File: config.mk
export PLATFORM = sky130hd
export DESIGN_NAME = btpc_back
export DESIGN_NICKNAME = d
export VERILOG_FILES = /design/src/rtl/core/baro_temp_pressure_compensation_defines.svh /design/src/rtl/core/btpc_pkg.sv /design/src/rtl/core/btpc_back.sv
export SDC_FILE = /design/constraint.sdc
export NUM_CORES = 2
export LEC_CHECK = 0
export BUFFER_PORTS_ARGS = -buffer_cell sky130_fd_sc_hd__buf_2
export CAP_MARGIN = 40
export CORE_MARGIN = 5
export CORE_UTILIZATION = 50
export DETAILED_ROUTE_END_ITERATION = 6
export GPL_ROUTABILITY_DRIVEN = 0
export GPL_TIMING_DRIVEN = 0
export PLACE_DENSITY = 0.73
export SLEW_MARGIN = 20
export SYNTH_ARGS = -nofsm -noshare
export SYNTH_HDL_FRONTEND = slang
export SYNTH_SLANG_ARGS = --single-unit
File: constraint.sdc
create_clock -name aclk -period 11.55 [get_ports aclk]
set_input_delay 1.155 -clock aclk [delete_from_list [all_inputs] [get_ports aclk]]
set_output_delay 1.155 -clock aclk [all_outputs]
set_load 0.02 [all_outputs]
File: src/rtl/core/baro_temp_pressure_compensation_defines.svh
// Assertion macros for the barometric compensation block.
// Uses the aclk and aresetn names of the including module.
`ifndef BARO_TEMP_PRESSURE_COMPENSATION_DEFINES_SVH
`define BARO_TEMP_PRESSURE_COMPENSATION_DEFINES_SVH
`ifndef SYNTHESIS
`define BTPC_ASSERT(lbl, prop, msg) \
    lbl: assert property (@(posedge aclk) disable iff (!aresetn) prop) else $error(msg);
`define BTPC_ASSERT_RST(lbl, prop, msg) \
    lbl: assert property (@(posedge aclk) prop) else $error(msg);
`else
`define BTPC_ASSERT(lbl, prop, msg)
`define BTPC_ASSERT_RST(lbl, prop, msg)
`endif
`endif

File: src/rtl/core/btpc_pkg.sv
// Shared types, constants and helpers for the barometric compensation block.
// No dependencies.
package btpc_pkg;

    localparam int DIV_W = 32;
    localparam int SIDE_W = 20;
    localparam logic [31:0] DIV100_MAGIC = 32'h51EB851F;
    localparam int DIV100_SHIFT = 37;
    localparam logic [25:0] PRESS_MAX = 26'd42949672;

    typedef enum logic [1:0] {
        CFG_TEMP_CAL   = 2'd0,
        CFG_PRESS_A    = 2'd1,
        CFG_PRESS_B    = 2'd2,
        CFG_PRESS_NINE = 2'd3
    } cfg_index_t;

    // coefficients widened to 32 bits
    typedef struct packed {
        logic signed [31:0] t1;
        logic signed [31:0] t2;
        logic signed [31:0] t3;
        logic signed [31:0] p1;
        logic signed [31:0] p2;
        logic signed [31:0] p3;
        logic signed [31:0] p4;
        logic signed [31:0] p5;
        logic signed [31:0] p6;
        logic signed [31:0] p7;
        logic signed [31:0] p8;
        logic signed [31:0] p9;
    } cal_t;

    // travels beside the divider
    typedef struct packed {
        logic [17:0] tdeg;
        logic        post_dbl;
        logic        zero_den;
    } side_t;

    function automatic logic signed [31:0] sx16(input logic [15:0] v);
        sx16 = {{16{v[15]}}, v};
    endfunction

    function automatic logic signed [31:0] ux16(input logic [15:0] v);
        ux16 = {16'b0, v};
    endfunction

endpackage

File: src/rtl/core/btpc_back.sv
// Pressure fine correction after the divide, then scaling to hPa.
// Depends on btpc_pkg.
module btpc_back (
    input  logic            aclk,
    input  logic            aresetn,
    input  logic            adv,
    input  logic            in_valid,
    input  logic [31:0]     quot,
    input  btpc_pkg::side_t side,
    input  btpc_pkg::cal_t  cal,
    output logic            out_valid,
    output logic [17:0]     temperature_deg,
    output logic [25:0]     pressure_hpa
);
    import btpc_pkg::*;

    logic [4:0] valid_reg;

    logic [31:0]        p_c, ps_c;
    assign p_c  = side.post_dbl ? {quot[30:0], 1'b0} : quot;
    assign ps_c = p_c >> 3;

    logic [31:0]        p1_reg, sq_reg;
    logic [31:0]        p2_reg;
    logic signed [31:0] e1m_reg, e2m_reg;
    logic [31:0]        pf_reg;
    logic [63:0]        pprod_reg;
    logic [25:0]        press_reg;
    logic [17:0]        tdeg_reg [1:5];
    logic               zero_reg [1:2];

    logic signed [31:0] e_c;
    assign e_c = (e1m_reg >>> 12) + (e2m_reg >>> 13) + cal.p7;

    always_ff @(posedge aclk) begin
        if (!aresetn) begin
            valid_reg <= '0;
        end else if (adv) begin
            valid_reg <= {valid_reg[3:0], in_valid};
        end
    end

    always_ff @(posedge aclk) begin
        if (adv) begin
            p1_reg      <= p_c;
            sq_reg      <= 32'(ps_c * ps_c);
            zero_reg[1] <= side.zero_den;
            tdeg_reg[1] <= side.tdeg;

            p2_reg      <= p1_reg;
            e1m_reg     <= $signed(32'(cal.p9 * $signed(sq_reg >> 13)));
            e2m_reg     <= $signed(32'($signed(p1_reg >> 2) * cal.p8));
            zero_reg[2] <= zero_reg[1];
            tdeg_reg[2] <= tdeg_reg[1];

            pf_reg      <= zero_reg[2] ? 32'd0 : p2_reg + 32'(e_c >>> 4);
            tdeg_reg[3] <= tdeg_reg[2];

            pprod_reg   <= 64'(pf_reg) * 64'(DIV100_MAGIC);
            tdeg_reg[4] <= tdeg_reg[3];

            press_reg   <= pprod_reg[DIV100_SHIFT+25:DIV100_SHIFT];
            tdeg_reg[5] <= tdeg_reg[4];
        end
    end

    assign out_valid       = valid_reg[4];
    assign temperature_deg = tdeg_reg[5];
    assign pressure_hpa    = press_reg;

endmodule

# Word level (Yosys, flattened, before mapping)
# Memory sizes are Yosys's and may differ from the RTL's.
# Index checks and enable logic that the tools add are counted.
# totals
ff_bits,286
mem_count,2
word_cells,22
ramBits,92
# memory_table
memory,depth,word_bits,read_ports,rd_clocked_by_memory_dff,write_ports,line_no,text
tdeg_reg,5,18,5,0,5,btpc_back.sv:29,logic [17:0] tdeg_reg [1:5];
zero_reg,2,1,2,0,2,btpc_back.sv:30,logic zero_reg [1:2];
# classes
muxes,3
n_addsub,3
n_mul,4
# ops
operator,count
"multiplier 32 x 31 -> 63 bit, second input constant",1
adder 21 x 32 -> 32 bit,1
adder 32 bit,1
multiplier 29 x 29 -> 32 bit,1
multiplier 31 x 32 -> 32 bit,1
multiplier 32 x 20 -> 32 bit,1
2-to-1 mux 32 bit,1
adder 20 x 19 -> 21 bit,1
2-to-1 mux 1 bit,2

# Depth between registers and ports, before layout
# logic_depth
depth_word,3
mapped_depth,31

# Worst setup path before layout
# OpenSTA, ideal clock, no wires.
# synth_path
kind,input port to flip-flop
startpoint,input side[1] in the netlist's numbering
endpoint,"register sq_reg[29], data pin"
setup_ns,0.258
slack_ns,2.551
stages,28
arrival_time_ns,8.742
t_required_ns,11.292
path_cell_list,buf_2 > buf_1 > buf_1 > mux2i_1 > clkbuf_1 > nor2_1 > fa_1 > inv_1 > fa_1 > fa_1 > fa_1 > inv_1 > fa_1 > fa_1 > fa_1 > inv_1 > fa_1 > inv_1 > ha_1 > and4_1 > a21oi_1 > nand2_1 > a21o_1 > a21o_1 > a32oi_1 > nand2b_1 > a21o_1 > xnor2_1
# synth_via
elab_chain_cells,2
# synth_lines
element,line_no,text
"start, declared",btpc_back.sv:9,"input btpc_pkg::side_t side,"
2-to-1 mux 32 bit,btpc_back.sv:20,"assign p_c = side.post_dbl ? {quot[30:0], 1'b0} : quot;"
multiplier 29 x 29 -> 32 bit,btpc_back.sv:46,sq_reg <= 32'(ps_c * ps_c);
"end signal, assigned",btpc_back.sv:46,
"end, declared",btpc_back.sv:23,"logic [31:0] p1_reg, sq_reg;"
# No other way between the ends.
# A chain may end at the register's enable or synchronous reset.

# Final worst setup path
# layout_path
startpoint,input side[1] in the netlist's numbering
endpoint,"register sq_reg[31], data pin"
# Same word-level chain as after synthesis.

==> impl.org <==
** STA
- Setup violations remaining at the end of the flow were counted as 0.
- Across all hold checks on the routed design, the worst slack comes to 385 ps.
- The worst pin sits at a relative slew slack of 28.0%.
- RSZ-0062 raised after global routing :: no
- The max-slew violation count came to 0.
- Timing would allow up to 105 MHz.
- Final-layout setup total negative slack :: 0 ps
- Hold violation total from the final report :: 0
- Worst-Margin Slew :: 1080 ps
- Crit path time final :: roughly 9600 ps
- Dividing the final minimum period by the clock period gives 82.8%.
- Clock skew on the completed layout was measured at 58.9 ps.

** Critical path
- The slowest stage of the critical path belongs to the cell sky130_fd_sc_hd__clkbuf_1.
- At the worst endpoint, the required time is 11,840 ps.
- Maximum single-stage delay on the critical path :: around 600 ps
- The most numerous cell type found on the critical path is sky130_fd_sc_hd__fa_1.
- Data on the critical path arrives at its endpoint at 9850 ps.
- STA classifies the critical path endpoint as a flip-flop.
- Maximum fanout count along the critical path :: 10
- Critical Setup Path Class :: in -> reg
- STA classifies the critical path startpoint as a primary input.

** Placed design
- Once placement finished, the instance area stood at about 73,000 sq um.
- Number of cells after detailed placement :: 8,833
- Half-perimeter wire length after placement :: 158,000 um
- The count of buffers added on input and output ports is 177.

** Finish
- For this run, the post-layout net count is between 9,000 and 10,000.
- From synthesis to final layout, the design area changed by 6.84%.
- Final instance count without filler cells :: 8,932
- The register with the most flip-flops in the layout has 90 of them.
- Share of cells above drive strength 1 :: 4.34%
- Final std cell area, no fill :: roughly 74,000 sq um

** Global route
- For this run, the total global-route usage over all layers was measured as 26.2%.
- Number of antenna violations at the first check in global routing :: 13
- Pin count of the biggest net entering global routing :: 104
- The first global-routing pass estimated 295,000 um of wire.
- For this run the aggregate overflow at the end of global routing stands at 0.
- The number of global-route vias before repair is 52,663.

** Clock network
- Quantity of gates resized following cts :: 0
- At the later pin of the worst-skew pair, clock insertion delay measures 620 ps.
- Number of H-tree levels :: 2
- Clock transition time at the flip-flop clock pins of the worst setup and hold paths :: approximately 60 ps
- Clk sinks :: 303
- Number of buffers inserted for hold repair after clock tree synthesis :: 0
- TritonCTS created 37 clock buffers.
- Root Driver :: sky130_fd_sc_hd__clkbuf_16
- CTS tree :: built
- Post-CTS repair timing setup buffer count :: 0
- In this run the deepest clock path goes through 3 buffers.

** Logic synthesis
- The mapped netlist covers 69,400 sq um.
- Synth warnings :: 0
- Count of flip-flops with a built-in enable after synthesis :: 298
- Yosys reg bits :: 303
- Primary flip-flop cell chosen by synthesis mapping :: sky130_fd_sc_hd__edfxtp_1
- Mean post-synth cell area :: 10.1 sq um
- In the synthesized netlist the async set-or-reset flop fraction comes to 0%.
- Sequential cell area fraction in the yosys report :: 13.0%
- Cells after Synth :: 6,848
- The netlist uses 72 different library cells.
- Counting every net in the synthesized netlist gives approximately 9,600.

** Route
- The routed layout has roughly 48,000 vias.
- After detailed routing, the average wire length per cell comes to 21.0 um.
- The detail route stage leaves a number of antenna-violating nets equal to 0.
- In this run, the number of DRC markers left after iteration 0 of detailed routing was 4,062.
- Number of iterations in the first detailed-routing pass :: 6
- DRC violations left :: 0
- The routed design has 188,000 um of wire.
- Vias per Instance :: about 5.4

** Floorplan
- In this run the core area contains 136 standard-cell rows.
- Die width :: about 380 um
- Measured along the y axis, the die boundary spans 383 um.
- Die area :: 146,000 sq um
- The core region is 138,000 sq um.
- During I/O placement, the number of pins put on the boundary was 485.
- Initial core utilization :: 50.4%

** Outcome
- The flow ran to the end, and the final reports show no timing, DRC or antenna violations.

** Run
- Max-cap violations in this run came to 0.

** Hold path
- The tightest min-delay check is of the reg -> reg type.
-- synthesized netlist by cell type (9+ instances only) --
library cell,number,share of area (%)
sky130_fd_sc_hd__xnor2_1,174,2.2
sky130_fd_sc_hd__o21ai_0,52,0.37
sky130_fd_sc_hd__buf_4,18,0.19
sky130_fd_sc_hd__a21oi_1,93,0.67
sky130_fd_sc_hd__ha_1,783,14
sky130_fd_sc_hd__clkbuf_1,187,1.0
sky130_fd_sc_hd__and2_1,393,3.5
sky130_fd_sc_hd__nor3_1,31,0.22
sky130_fd_sc_hd__mux2i_1,35,0.50
sky130_fd_sc_hd__nor2_1,218,1.2
sky130_fd_sc_hd__o21a_1,25,0.27
sky130_fd_sc_hd__xor2_1,65,0.82
sky130_fd_sc_hd__nand3_1,17,0.12
sky130_fd_sc_hd__nand2b_1,10,0.090
sky130_fd_sc_hd__o21bai_1,18,0.19
sky130_fd_sc_hd__nor2b_1,23,0.21
sky130_fd_sc_hd__inv_1,1870,10
sky130_fd_sc_hd__nand2_1,731,4.0
sky130_fd_sc_hd__nand4_1,20,0.18
sky130_fd_sc_hd__and4_1,12,0.15
sky130_fd_sc_hd__a21o_1,82,0.89
sky130_fd_sc_hd__and3_1,9,0.081
sky130_fd_sc_hd__a31oi_1,10,0.090
sky130_fd_sc_hd__a211oi_1,24,0.26
sky130_fd_sc_hd__edfxtp_1,298,13
sky130_fd_sc_hd__fa_1,1532,44
-- through the flow --
stage / utilization (%) / worst slack [ps]
after floorplan: - / 2550
after global placement: 52.7 / 1430
after detailed placement: 52.8 / 1450
after CTS: 53.7 / 2030
after global routing: 53.9 / 1580
final: 53.9 / 1990
-- worst paths after layout --
kind              depth (start not counted)  slack [ps]                to       startpoint
hold reg to reg                           0         390  tdeg_reg[0][103]  tdeg_reg[0][85]
hold / removal                            0         390  tdeg_reg[0][103]  tdeg_reg[0][85]
setup / recovery                         28        1990        sq_reg[31]          side[1]
setup reg to reg                         25        2980       e1m_reg[31]       sq_reg[17]
-- cell usage in the layout, fill, tap and decap left out, types with 174 or more instances in the layout --
master	n
sky130_fd_sc_hd__ha_1	783
sky130_fd_sc_hd__clkbuf_1	193
sky130_fd_sc_hd__nand2_1	731
sky130_fd_sc_hd__xnor2_1	174
sky130_fd_sc_hd__nor2_1	218
sky130_fd_sc_hd__inv_1	1870
sky130_fd_sc_hd__fa_1	1532
sky130_fd_sc_hd__edfxtp_1	298
sky130_fd_sc_hd__buf_2	182
sky130_fd_sc_hd__and2_1	393
-- routing by layer --
metal / wire length, um / up-vias / share of wire (%) / GRT usage, %
li1: - / 20863 / - / -
met2: 84800 / 2467 / 45 / 41.3
met1: 70900 / 24342 / 38 / 34.0
met5: 69 / - / 0.037 / 0
met4: 10400 / 10 / 5.5 / 11.6
met3: 21500 / 605 / 11 / 7.41
-- critical path: cells and delay by family --
family,cells,cell delay (ps)
xor+xnor,1,120
simple gates,4,670
compound gates,5,1080
buf+inv,8,2000
fa+ha+maj,9,4400
mux,1,420
-- layout make-up --
class                   instances  area, sq um
fillers                     11872        63500
inverters                    1878         7050
flip-flops and latches        303         9050
clock inverters                23          249
well taps                    1794         2240
diodes                         15         37.5
plain buffers                 212          865
repair buffers                208         1250
clock buffers                  44          962
multi-input cells            4455        52500
-- kinds of logic after synthesis --
| group | share of synthesized area, % |
|---|---|
| compound gates | 3.68 |
| xor+xnor | 3.05 |
| fa+ha+maj | 58.3 |
| buf+inv | 11.4 |
| flops | 13.0 |
| mux | 0.569 |
| simple gates | 9.98 |
Power is not shown: default switching activity piles up to over one toggle a cycle in this logic, so the estimate is an artifact.
